File: config.mk
export PLATFORM = sky130hd
export DESIGN_NAME = tms_ctrl
export DESIGN_NICKNAME = d
export VERILOG_FILES = /design/src/rtl/tms_pkg.sv /design/src/rtl/tms_ctrl.sv
export SDC_FILE = /design/constraint.sdc
export NUM_CORES = 1
export LEC_CHECK = 0
export BUFFER_PORTS_ARGS = -buffer_cell sky130_fd_sc_hd__buf_2
export CAP_MARGIN = 0
export CORE_UTILIZATION = 56
export DETAILED_ROUTE_END_ITERATION = 10
export PLACE_DENSITY = 0.74
export REMOVE_ABC_BUFFERS = 1
export SYNTH_ARGS = -nofsm -noshare
export SYNTH_HDL_FRONTEND = slang
export SYNTH_SLANG_ARGS = --single-unit
File: constraint.sdc
create_clock -name clk -period 3.89 [get_ports clk]
set_input_delay 0.389 -clock clk [delete_from_list [all_inputs] [get_ports clk]]
set_output_delay 0.389 -clock clk [all_outputs]
set_load 0.03 [all_outputs]
File: src/rtl/tms_pkg.sv
// Package for the text macro substitution block: shared types, codes and
// character class helpers. No dependencies.
package tms_pkg;

    localparam int TABLE_ENTRIES_DEF = 64;
    localparam int KEY_CHARS_DEF     = 32;
    localparam int VALUE_CHARS_DEF   = 32;

    // Word lengths saturate at 63.
    localparam int          LEN_W   = 6;
    localparam logic [5:0]  LEN_MAX = 6'd63;
    localparam logic [2:0]  PREFIX_LAST = 3'd6;
    localparam logic [7:0]  CH_LF  = 8'h0A;

    typedef enum logic [1:0] {
        STAT_NONE = 2'd0,
        STAT_FULL = 2'd1,
        STAT_LONG = 2'd2
    } status_t;

    typedef enum logic [2:0] {
        PH_START   = 3'd0,
        PH_TEXT    = 3'd1,
        PH_SKIP    = 3'd2,
        PH_GAP_KEY = 3'd3,
        PH_KEY     = 3'd4,
        PH_GAP_VAL = 3'd5,
        PH_VAL     = 3'd6,
        PH_REST    = 3'd7
    } phase_t;

    typedef struct packed {
        logic [7:0] out_char;
        logic       has_char;
        status_t    status;
    } res_t;

    function automatic logic is_word(input logic [7:0] c);
        return (c >= 8'h30 && c <= 8'h39) || (c >= 8'h41 && c <= 8'h5A) ||
               (c >= 8'h61 && c <= 8'h7A) || (c == 8'h5F);
    endfunction

    function automatic logic is_space(input logic [7:0] c);
        return (c == 8'h20) || (c == 8'h09) || (c == 8'h0A) || (c == 8'h0B) ||
               (c == 8'h0C) || (c == 8'h0D);
    endfunction

    // Characters of the "$DEFINE" line prefix.
    function automatic logic [7:0] prefix_char(input logic [2:0] idx);
        logic [7:0] c;
        case (idx)
            3'd0:    c = 8'h24;
            3'd1:    c = 8'h44;
            3'd2:    c = 8'h45;
            3'd3:    c = 8'h46;
            3'd4:    c = 8'h49;
            3'd5:    c = 8'h4E;
            3'd6:    c = 8'h45;
            default: c = 8'h00;
        endcase
        return c;
    endfunction

endpackage

File: src/rtl/tms_ctrl.sv
// Byte sequencer for the macro processor: line parsing, token buffering,
// dictionary lookup and definition capture. Depends on tms_pkg.
module tms_ctrl
    import tms_pkg::*;
#(
    parameter int TABLE_ENTRIES = TABLE_ENTRIES_DEF,
    parameter int KEY_CHARS     = KEY_CHARS_DEF,
    parameter int VALUE_CHARS   = VALUE_CHARS_DEF,
    localparam int DEPTH = TABLE_ENTRIES * (KEY_CHARS + VALUE_CHARS),
    localparam int AW    = $clog2(DEPTH),
    localparam int LW    = (TABLE_ENTRIES > 1) ? $clog2(TABLE_ENTRIES) : 1
)
(
    input  logic                 clk,
    input  logic                 rst_n,
    input  logic                 in_valid,
    output logic                 in_ready,
    input  logic [7:0]           in_char,
    input  logic                 in_last,
    input  logic                 go,
    output logic                 emit_vld,
    output logic                 done_vld,
    output res_t                 emit_res,
    output logic                 char_we,
    output logic [AW-1:0]        char_waddr,
    output logic [7:0]           char_wdata,
    output logic [AW-1:0]        char_raddr,
    input  logic [7:0]           char_rdata,
    output logic                 len_we,
    output logic [LW-1:0]        len_waddr,
    output logic [2*LEN_W-1:0]   len_wdata,
    output logic [LW-1:0]        len_raddr,
    input  logic [2*LEN_W-1:0]   len_rdata
);

    localparam int EC_W = $clog2(TABLE_ENTRIES + 1);
    localparam int KW   = (KEY_CHARS > 1) ? $clog2(KEY_CHARS) : 1;
    localparam logic [AW-1:0]   KEY_AW    = AW'(KEY_CHARS);
    localparam logic [AW-1:0]   STRIDE_AW = AW'(KEY_CHARS + VALUE_CHARS);
    localparam logic [EC_W-1:0] TABLE_EC  = EC_W'(TABLE_ENTRIES);
    localparam logic [5:0]      KEY_L     = 6'(KEY_CHARS);
    localparam logic [5:0]      VAL_L     = 6'(VALUE_CHARS);

    typedef enum logic [13:0] {
        S_IDLE   = 14'b00000000000001,
        S_DISP   = 14'b00000000000010,
        S_TEXT   = 14'b00000000000100,
        S_DUMP   = 14'b00000000001000,
        S_EMITC  = 14'b00000000010000,
        S_NEXT   = 14'b00000000100000,
        S_FLUSH  = 14'b00000001000000,
        S_LK_LEN = 14'b00000010000000,
        S_LK_LW  = 14'b00000100000000,
        S_LK_CMP = 14'b00001000000000,
        S_VAL    = 14'b00010000000000,
        S_COMMIT = 14'b00100000000000,
        S_EOI    = 14'b01000000000000,
        S_DONE   = 14'b10000000000000
    } state_t;

    state_t          state_reg, state_next;
    phase_t          phase_reg, phase_next;
    logic [2:0]      pm_reg, pm_next;
    logic [5:0]      tl_reg, tl_next;
    logic            ovf_reg, ovf_next;
    logic            err_reg, err_next;
    logic [EC_W-1:0] ec_reg, ec_next;
    logic [AW-1:0]   wbase_reg, wbase_next;
    logic [5:0]      klen_reg, klen_next;
    logic [7:0]      c_reg, c_next;
    logic            last_reg, last_next;
    logic [2:0]      rep_cnt_reg, rep_cnt_next;
    logic [2:0]      rep_pm_reg, rep_pm_next;
    logic [2:0]      rep_tot_reg, rep_tot_next;
    logic            eoi_reg, eoi_next;
    logic            fin_reg, fin_next;
    logic [EC_W-1:0] i_reg, i_next;
    logic [AW-1:0]   sbase_reg, sbase_next;
    logic [5:0]      k_reg, k_next;
    logic [5:0]      vlen_reg, vlen_next;

    logic [7:0]      tbuf [KEY_CHARS];
    logic            tbuf_we;
    logic [7:0]      tb;
    logic [7:0]      tbuf_k;
    logic            nl;
    logic            do_word;
    logic            key_side;
    logic [5:0]      cap;
    state_t          after_flush;

    assign tb          = (rep_cnt_reg < rep_pm_reg) ? prefix_char(rep_cnt_reg) : c_reg;
    assign tbuf_k      = tbuf[k_reg[KW-1:0]];
    assign in_ready    = (state_reg == S_IDLE);
    assign after_flush = fin_reg ? S_DONE : S_EMITC;
    assign key_side    = (phase_reg == PH_GAP_KEY) || (phase_reg == PH_KEY);
    assign cap         = key_side ? KEY_L : VAL_L;

    always_comb
    begin
        state_next   = state_reg;
        phase_next   = phase_reg;
        pm_next      = pm_reg;
        tl_next      = tl_reg;
        ovf_next     = ovf_reg;
        err_next     = err_reg;
        ec_next      = ec_reg;
        wbase_next   = wbase_reg;
        klen_next    = klen_reg;
        c_next       = c_reg;
        last_next    = last_reg;
        rep_cnt_next = rep_cnt_reg;
        rep_pm_next  = rep_pm_reg;
        rep_tot_next = rep_tot_reg;
        eoi_next     = eoi_reg;
        fin_next     = fin_reg;
        i_next       = i_reg;
        sbase_next   = sbase_reg;
        k_next       = k_reg;
        vlen_next    = vlen_reg;
        nl           = 1'b0;
        do_word      = 1'b0;
        tbuf_we      = 1'b0;
        emit_vld     = 1'b0;
        done_vld     = 1'b0;
        emit_res     = '{out_char: tb, has_char: 1'b1, status: STAT_NONE};
        char_we      = 1'b0;
        char_waddr   = AW'(wbase_reg + (key_side ? AW'(0) : KEY_AW) + AW'(tl_reg));
        char_wdata   = c_reg;
        char_raddr   = AW'(sbase_reg + KEY_AW + AW'(k_reg));
        len_we       = 1'b0;
        len_waddr    = ec_reg[LW-1:0];
        len_wdata    = {klen_reg, tl_reg};
        len_raddr    = i_reg[LW-1:0];

        unique case (state_reg)
            S_IDLE:
            begin
                if (in_valid)
                begin
                    c_next     = in_char;
                    last_next  = in_last;
                    state_next = S_DISP;
                end
            end
            S_DISP:
            begin
                eoi_next   = 1'b0;
                fin_next   = 1'b0;
                state_next = S_EOI;
                case (phase_reg)
                    PH_START:
                    begin
                        if (c_reg == prefix_char(pm_reg))
                        begin
                            if (pm_reg == PREFIX_LAST)
                            begin
                                pm_next    = 3'd0;
                                phase_next = PH_SKIP;
                            end
                            else
                            begin
                                pm_next = pm_reg + 3'd1;
                            end
                        end
                        else
                        begin
                            // Held prefix bytes replay as text, then this byte.
                            rep_pm_next  = pm_reg;
                            rep_tot_next = pm_reg + 3'd1;
                            rep_cnt_next = 3'd0;
                            pm_next      = 3'd0;
                            phase_next   = PH_TEXT;
                            state_next   = S_TEXT;
                        end
                    end
                    PH_TEXT:
                    begin
                        rep_pm_next  = 3'd0;
                        rep_tot_next = 3'd1;
                        rep_cnt_next = 3'd0;
                        state_next   = S_TEXT;
                    end
                    PH_SKIP:
                    begin
                        if (c_reg == CH_LF)
                            nl = 1'b1;
                        else
                            phase_next = PH_GAP_KEY;
                    end
                    PH_GAP_KEY, PH_GAP_VAL:
                    begin
                        if (c_reg == CH_LF)
                        begin
                            nl = 1'b1;
                        end
                        else if (!is_space(c_reg))
                        begin
                            do_word    = 1'b1;
                            phase_next = key_side ? PH_KEY : PH_VAL;
                        end
                    end
                    PH_KEY:
                    begin
                        if (is_space(c_reg))
                        begin
                            klen_next = tl_reg;
                            tl_next   = 6'd0;
                            if (c_reg == CH_LF)
                                nl = 1'b1;
                            else
                                phase_next = PH_GAP_VAL;
                        end
                        else
                        begin
                            do_word = 1'b1;
                        end
                    end
                    PH_VAL:
                    begin
                        if (is_space(c_reg))
                            state_next = S_COMMIT;
                        else
                            do_word = 1'b1;
                    end
                    default:
                    begin
                        if (c_reg == CH_LF)
                            nl = 1'b1;
                    end
                endcase
            end
            S_TEXT:
            begin
                if (is_word(tb))
                begin
                    if (ovf_reg)
                    begin
                        state_next = S_EMITC;
                    end
                    else if (tl_reg < KEY_L)
                    begin
                        tbuf_we    = 1'b1;
                        tl_next    = tl_reg + 6'd1;
                        state_next = S_NEXT;
                    end
                    else
                    begin
                        ovf_next   = 1'b1;
                        k_next     = 6'd0;
                        state_next = S_DUMP;
                    end
                end
                else
                begin
                    state_next = S_FLUSH;
                end
            end
            S_DUMP:
            begin
                emit_vld          = 1'b1;
                emit_res.out_char = tbuf_k;
                if (go)
                begin
                    if ((k_reg + 6'd1) == tl_reg)
                    begin
                        tl_next    = 6'd0;
                        state_next = after_flush;
                    end
                    else
                    begin
                        k_next = k_reg + 6'd1;
                    end
                end
            end
            S_EMITC:
            begin
                emit_vld = 1'b1;
                if (go)
                    state_next = S_NEXT;
            end
            S_NEXT:
            begin
                if (({1'b0, rep_cnt_reg} + 4'd1) < {1'b0, rep_tot_reg})
                begin
                    rep_cnt_next = rep_cnt_reg + 3'd1;
                    state_next   = S_TEXT;
                end
                else if (eoi_reg)
                begin
                    fin_next   = 1'b1;
                    state_next = S_FLUSH;
                end
                else
                begin
                    if (c_reg == CH_LF)
                        nl = 1'b1;
                    state_next = S_EOI;
                end
            end
            S_FLUSH:
            begin
                if (ovf_reg)
                begin
                    ovf_next   = 1'b0;
                    tl_next    = 6'd0;
                    state_next = after_flush;
                end
                else if (tl_reg == 6'd0)
                begin
                    state_next = after_flush;
                end
                else
                begin
                    i_next     = '0;
                    sbase_next = '0;
                    state_next = S_LK_LEN;
                end
            end
            S_LK_LEN:
            begin
                if (i_reg >= ec_reg)
                begin
                    k_next     = 6'd0;
                    state_next = S_DUMP;
                end
                else
                begin
                    state_next = S_LK_LW;
                end
            end
            S_LK_LW:
            begin
                vlen_next = len_rdata[LEN_W-1:0];
                if (len_rdata[2*LEN_W-1:LEN_W] == tl_reg)
                begin
                    k_next     = 6'd0;
                    char_raddr = sbase_reg;
                    state_next = S_LK_CMP;
                end
                else
                begin
                    i_next     = i_reg + EC_W'(1);
                    sbase_next = AW'(sbase_reg + STRIDE_AW);
                    state_next = S_LK_LEN;
                end
            end
            S_LK_CMP:
            begin
                if (char_rdata != tbuf_k)
                begin
                    i_next     = i_reg + EC_W'(1);
                    sbase_next = AW'(sbase_reg + STRIDE_AW);
                    state_next = S_LK_LEN;
                end
                else if ((k_reg + 6'd1) == tl_reg)
                begin
                    k_next     = 6'd0;
                    char_raddr = AW'(sbase_reg + KEY_AW);
                    state_next = S_VAL;
                end
                else
                begin
                    k_next     = k_reg + 6'd1;
                    char_raddr = AW'(sbase_reg + AW'(k_reg) + AW'(1));
                end
            end
            S_VAL:
            begin
                emit_vld          = 1'b1;
                emit_res.out_char = char_rdata;
                if (go)
                begin
                    char_raddr = AW'(sbase_reg + KEY_AW + AW'(k_reg) + AW'(1));
                    if ((k_reg + 6'd1) == vlen_reg)
                    begin
                        tl_next    = 6'd0;
                        state_next = after_flush;
                    end
                    else
                    begin
                        k_next = k_reg + 6'd1;
                    end
                end
            end
            S_COMMIT:
            begin
                emit_res = '{out_char: 8'd0, has_char: 1'b0,
                             status: err_reg ? STAT_LONG : STAT_FULL};
                if (err_reg || (ec_reg >= TABLE_EC))
                begin
                    emit_vld = 1'b1;
                end
                else
                begin
                    len_we     = 1'b1;
                    ec_next    = ec_reg + EC_W'(1);
                    wbase_next = AW'(wbase_reg + STRIDE_AW);
                end
                if (go || !emit_vld)
                begin
                    tl_next = 6'd0;
                    if (eoi_reg)
                    begin
                        state_next = S_DONE;
                    end
                    else
                    begin
                        if (c_reg == CH_LF)
                            nl = 1'b1;
                        else
                            phase_next = PH_REST;
                        state_next = S_EOI;
                    end
                end
            end
            S_EOI:
            begin
                state_next = S_DONE;
                if (last_reg)
                begin
                    eoi_next = 1'b1;
                    if ((phase_reg == PH_START) && (pm_reg != 3'd0))
                    begin
                        rep_pm_next  = pm_reg;
                        rep_tot_next = pm_reg;
                        rep_cnt_next = 3'd0;
                        pm_next      = 3'd0;
                        state_next   = S_TEXT;
                    end
                    else if (phase_reg == PH_TEXT)
                    begin
                        fin_next   = 1'b1;
                        state_next = S_FLUSH;
                    end
                    else if (phase_reg == PH_VAL)
                    begin
                        state_next = S_COMMIT;
                    end
                end
            end
            S_DONE:
            begin
                done_vld = 1'b1;
                if (go)
                begin
                    if (last_reg)
                        nl = 1'b1;
                    state_next = S_IDLE;
                end
            end
            default:
            begin
                state_next = S_IDLE;
            end
        endcase

        if (do_word)
        begin
            char_we = (tl_reg < cap) && (ec_reg < TABLE_EC);
            if (tl_reg >= cap)
                err_next = 1'b1;
            if (tl_reg < LEN_MAX)
                tl_next = tl_reg + 6'd1;
        end

        if (nl)
        begin
            phase_next = PH_START;
            pm_next    = 3'd0;
            tl_next    = 6'd0;
            ovf_next   = 1'b0;
            err_next   = 1'b0;
        end
    end

    always_ff @(posedge clk or negedge rst_n)
    begin
        if (!rst_n)
        begin
            state_reg   <= S_IDLE;
            phase_reg   <= PH_START;
            pm_reg      <= 3'd0;
            tl_reg      <= 6'd0;
            ovf_reg     <= 1'b0;
            err_reg     <= 1'b0;
            ec_reg      <= '0;
            wbase_reg   <= '0;
            last_reg    <= 1'b0;
            rep_cnt_reg <= 3'd0;
            rep_pm_reg  <= 3'd0;
            rep_tot_reg <= 3'd0;
            eoi_reg     <= 1'b0;
            fin_reg     <= 1'b0;
            i_reg       <= '0;
            sbase_reg   <= '0;
            k_reg       <= 6'd0;
        end
        else
        begin
            state_reg   <= state_next;
            phase_reg   <= phase_next;
            pm_reg      <= pm_next;
            tl_reg      <= tl_next;
            ovf_reg     <= ovf_next;
            err_reg     <= err_next;
            ec_reg      <= ec_next;
            wbase_reg   <= wbase_next;
            last_reg    <= last_next;
            rep_cnt_reg <= rep_cnt_next;
            rep_pm_reg  <= rep_pm_next;
            rep_tot_reg <= rep_tot_next;
            eoi_reg     <= eoi_next;
            fin_reg     <= fin_next;
            i_reg       <= i_next;
            sbase_reg   <= sbase_next;
            k_reg       <= k_next;
        end
    end

    always_ff @(posedge clk)
    begin
        c_reg     <= c_next;
        klen_reg  <= klen_next;
        vlen_reg  <= vlen_next;
        if (tbuf_we)
        begin
            tbuf[tl_reg[KW-1:0]] <= tb;
        end
    end

endmodule

==> summary.md <==
| Metric | Value |
|---|---|
| CP Cell Sequence | `buf_12 -> buf_12 -> buf_6 -> mux4_2 -> mux2i_1 -> nor2_1 -> o41ai_2 -> buf_4 -> xor2_2 -> nand4_1 -> buf_6 -> or4_4 -> a21oi_2 -> o31ai_1 -> buf_4` |
| Yosys top cell by area | `edfxtp_1` |
| Max FFs per register | `256` |
| Fin Clk Skew | `24.73 ps` |
| DRT iter0 DRCs | `1,543` |
| Dpl hpwl | `31.85 mm` |
| Worst rel slew slack | `0.3576` |
| Via/cell ratio | `6.479` |
| Post-route DRC | `0` |
| Number of cell rows | `64` |
| Top_reg_cell synth | `edfxtp_1` |
| Max incr delay on CP | `approximately 520 ps` |
| Slew Viols, Final | `0` |
| PortBufs | `roughly 100` |
| Hold Vio Cnt, Final | `5` |
| Synth Area in Adders | `0.02587` |
| Max_cap viols | `0` |
| Post-synth EDFFs | `between 200 and 300` |
| Largest family of logic cells by synthesized area | `simple AND/OR/NAND/NOR gates` |
| Multiplexer area fraction after synthesis | `0.09287` |
| VDD IR max | `between 0.5 and 0.6 mV` |
| Status | `finished with violations` |
| CTS sink cnt | `~350` |
| Routed vias | `12,590` |
| CP max-delay cell | `or4_4` |
| Commonest non-fill, non-tap cell in the layout | `edfxtp_1` |
| Post-DR wirelength/cell | `~24 um` |
| Total gr overflow | `0` |
| CTS tree | `done` |
| Worst hold slack | `-6.084 ps` |
| Maximum clock frequency | `approximately 220 MHz` |
| Pre-antenna DRT Iters | `7` |
| Slew of the pin with the lowest slew margin | `963.6 ps` |
| Ratio of cells with drive above 1 in the final layout | `0.2463` |
| Post-synth design cell area | `around 17,000 um^2` |
| Die height | `between 150 and 200 um` |
| Vias in the first global route | `11,970` |
| Worst setup margin | `-576.3 ps` |
| Total wire length | `approximately 47 mm` |
| Startpoint types | `flop` |
| First-pass GRT wire length | `approximately 70 mm` |
| Filler cell count | `2,196` |
| Htree depth | `2` |
| GRT Total Usage | `0.2976` |
| Compound-Gate Fraction of Synth Area | `0.1039` |
| Final non-filler cell total | `1,943` |
| Critical Path AT | `between 4000 and 5000 ps` |
| Post-synthesis sequential area ratio | `0.5829` |
| # placed instances | `roughly 1,900` |
| Initial Util | `0.5674` |
| CTS Buf Count | `37` |
| Commonest cells after routing, fill and taps aside | `edfxtp_1 (276), nand2_1 (102), buf_4 (95), nor2_1 (93), buf_2 (91)` |
| Share of the synthesized area in the top cell type | `0.4788` |
| Crit path max fanout | `8` |
| Nets | `around 1,600` |
| Worst R2R Setup Slack | `roughly 200 ps` |
| GPL Wtd Cong | `roughly 0.96` |
| Initial antenna violation count | `1` |
| Layout overhead on the synthesized area | `16.82%` |
| Largest net degree at the start of global routing | `between 70 and 80` |
| Failing checks | `hold timing, setup timing` |
| Cells after synthesis | `around 1,400` |
| Hold Crit Class | `in2async` |
| RSZ-0062 raised after global routing | `yes` |
| Yosys cell types | `85` |
| Top cells by area, synth | `edfxtp_1 (48%), dfrtp_1 (10%), mux4_2 (5.2%), mux2i_1 (2.7%), ha_1 (2.5%)` |
| Top Ports | `105` |
| Hold buffer count at CTS | `0` |
| Clk buf depth | `3` |
| Post-route antenna net violation count | `0` |
| Simple-gate share of the synthesized area | `0.1255` |
| Final setup violating endpoints | `12` |
| Final Cycle Share | `1.148` |
| Yosys reg bits | `between 300 and 400` |
| CP Class | `reg2out` |
| Post-layout min period | `4466 ps` |
| Synth warnings | `0` |
| Reg clk slew, reported paths | `approximately 60 ps` |
| Mean area per synthesized cell | `approximately 13 um^2` |
| Worst-Skew Late Latency | `530 ps` |
| CP Data Required Time | `approximately 3500 ps` |
| Diode count | `0` |
| PwrDens | `between 500 and 600 nW/um^2` |
| CP Capture Type | `output port` |
| Die footprint | `31,620 um^2` |
| Synth Area in XOR/XNOR | `0.03122` |
| Root Buffer | `clkbuf_16` |
| Total core area | `about 30,000 um^2` |
| Leakage | `~7.5 nW` |
| Die Wd | `approximately 180 um` |
| FFs w/ async S/R, synth | `0.2069` |
==> cells by family after synthesis <==
group / after synthesis
buffers and inverters: 136
DFF: 348
muxes: 101
adders and majority gates: 36
xor gates and xnor gates: 56
AOI/OAI and AO/OA: 272
and+or+nand+nor: 414
==> final timing paths <==
| kind | startpoint | endpoint | cells after the start |
|---|---|---|---|
| setup / recovery | k_reg[0] | char_raddr[9] | 15 |
| hold / removal | rst_n | sbase_reg[9] | 1 |
| setup reg to reg | k_reg[0] | state_reg[4] | 15 |
| hold reg to reg | wbase_reg[11] | wbase_reg[11] | 1 |
| max in group asynchronous | rst_n | k_reg[0] | 1 |
| min in group clk | len_rdata[5] | vlen_reg[5] | 1 |
==> area by class of cell <==
| type | instances | area [um^2] | share of cell area |
|---|---|---|---|
| Sequential cell | 348 | 10100 | 0.4992 |
| Multi-Input combinational cell | 879 | 6738 | 0.3332 |
| Timing Repair Buffer | 206 | 1459 | 0.07214 |
| Clock buffer | 43 | 948.4 | 0.04690 |
| Tap cell | 396 | 495.5 | 0.02450 |
| Clock inverter | 25 | 314.1 | 0.01553 |
| Inverter | 46 | 172.7 | 0.008538 |
==> routing by layer <==
layer | GRT usage | vias up | part of all wire
li1 | - | 5521 | -
met1 | 0.3920 | 6255 | 0.39
met3 | 0.04520 | 135 | 0.076
met5 | 0 | - | 0
met2 | 0.4953 | 678 | 0.49
met4 | 0.1204 | 0 | 0.040
==> through the flow <==
stage | power, mW | instance area, um^2 | setup TNS (ps) | worst slack [ps] | util
finish | 12.04 | 20220 | -5845 | -576.3 | 0.6629
global route | 12.43 | 20220 | -7055 | -668.7 | 0.6629
CTS | 11.87 | 20000 | -5410 | -516.7 | 0.6556
detailed placement | 8.165 | 18600 | -221.8 | -66.75 | 0.6095
global placement | 8.078 | 18600 | -154.7 | -74.82 | 0.6095
floorplan | 6.831 | 16830 | -102690 | -2750 | -
==> Yosys cell counts (40+ instances only) <==
cell type and number:
edfxtp_1 276, nand2_1 104, nor2_1 93, o21ai_0 73, dfrtp_1 71, a21oi_1 58
clkbuf_1 53, mux2i_1 47, inv_1 44, nand3_1 41, mux4_2 40
==> repair_timing <==
item	in CTS	in global routing
gates resized for setup	28	50
cloned	0	1
pin swaps	4	17
buffers inserted	7	4
endpoints found under the setup margin	12	15
==> power breakdown <==
part | switching (mW) | internal, mW | leakage [nW]
Combinational | 2.31 | 1.24 | 3.43
Clock | 1.49 | 2.17 | 0.603
Sequential | 0.296 | 4.53 | 3.43
Total | 4.10 | 7.94 | 7.46
==> worst max-delay path: cells and delay by family (launching register included) <==
kind	cells	cell delay, ps
DFF	1	500
and+or+nand+nor	3	730
buffers and inverters	6	950
AOI/OAI and AO/OA	3	590
xor gates and xnor gates	1	150
muxes	2	610
(Power assumes the default switching activity.)
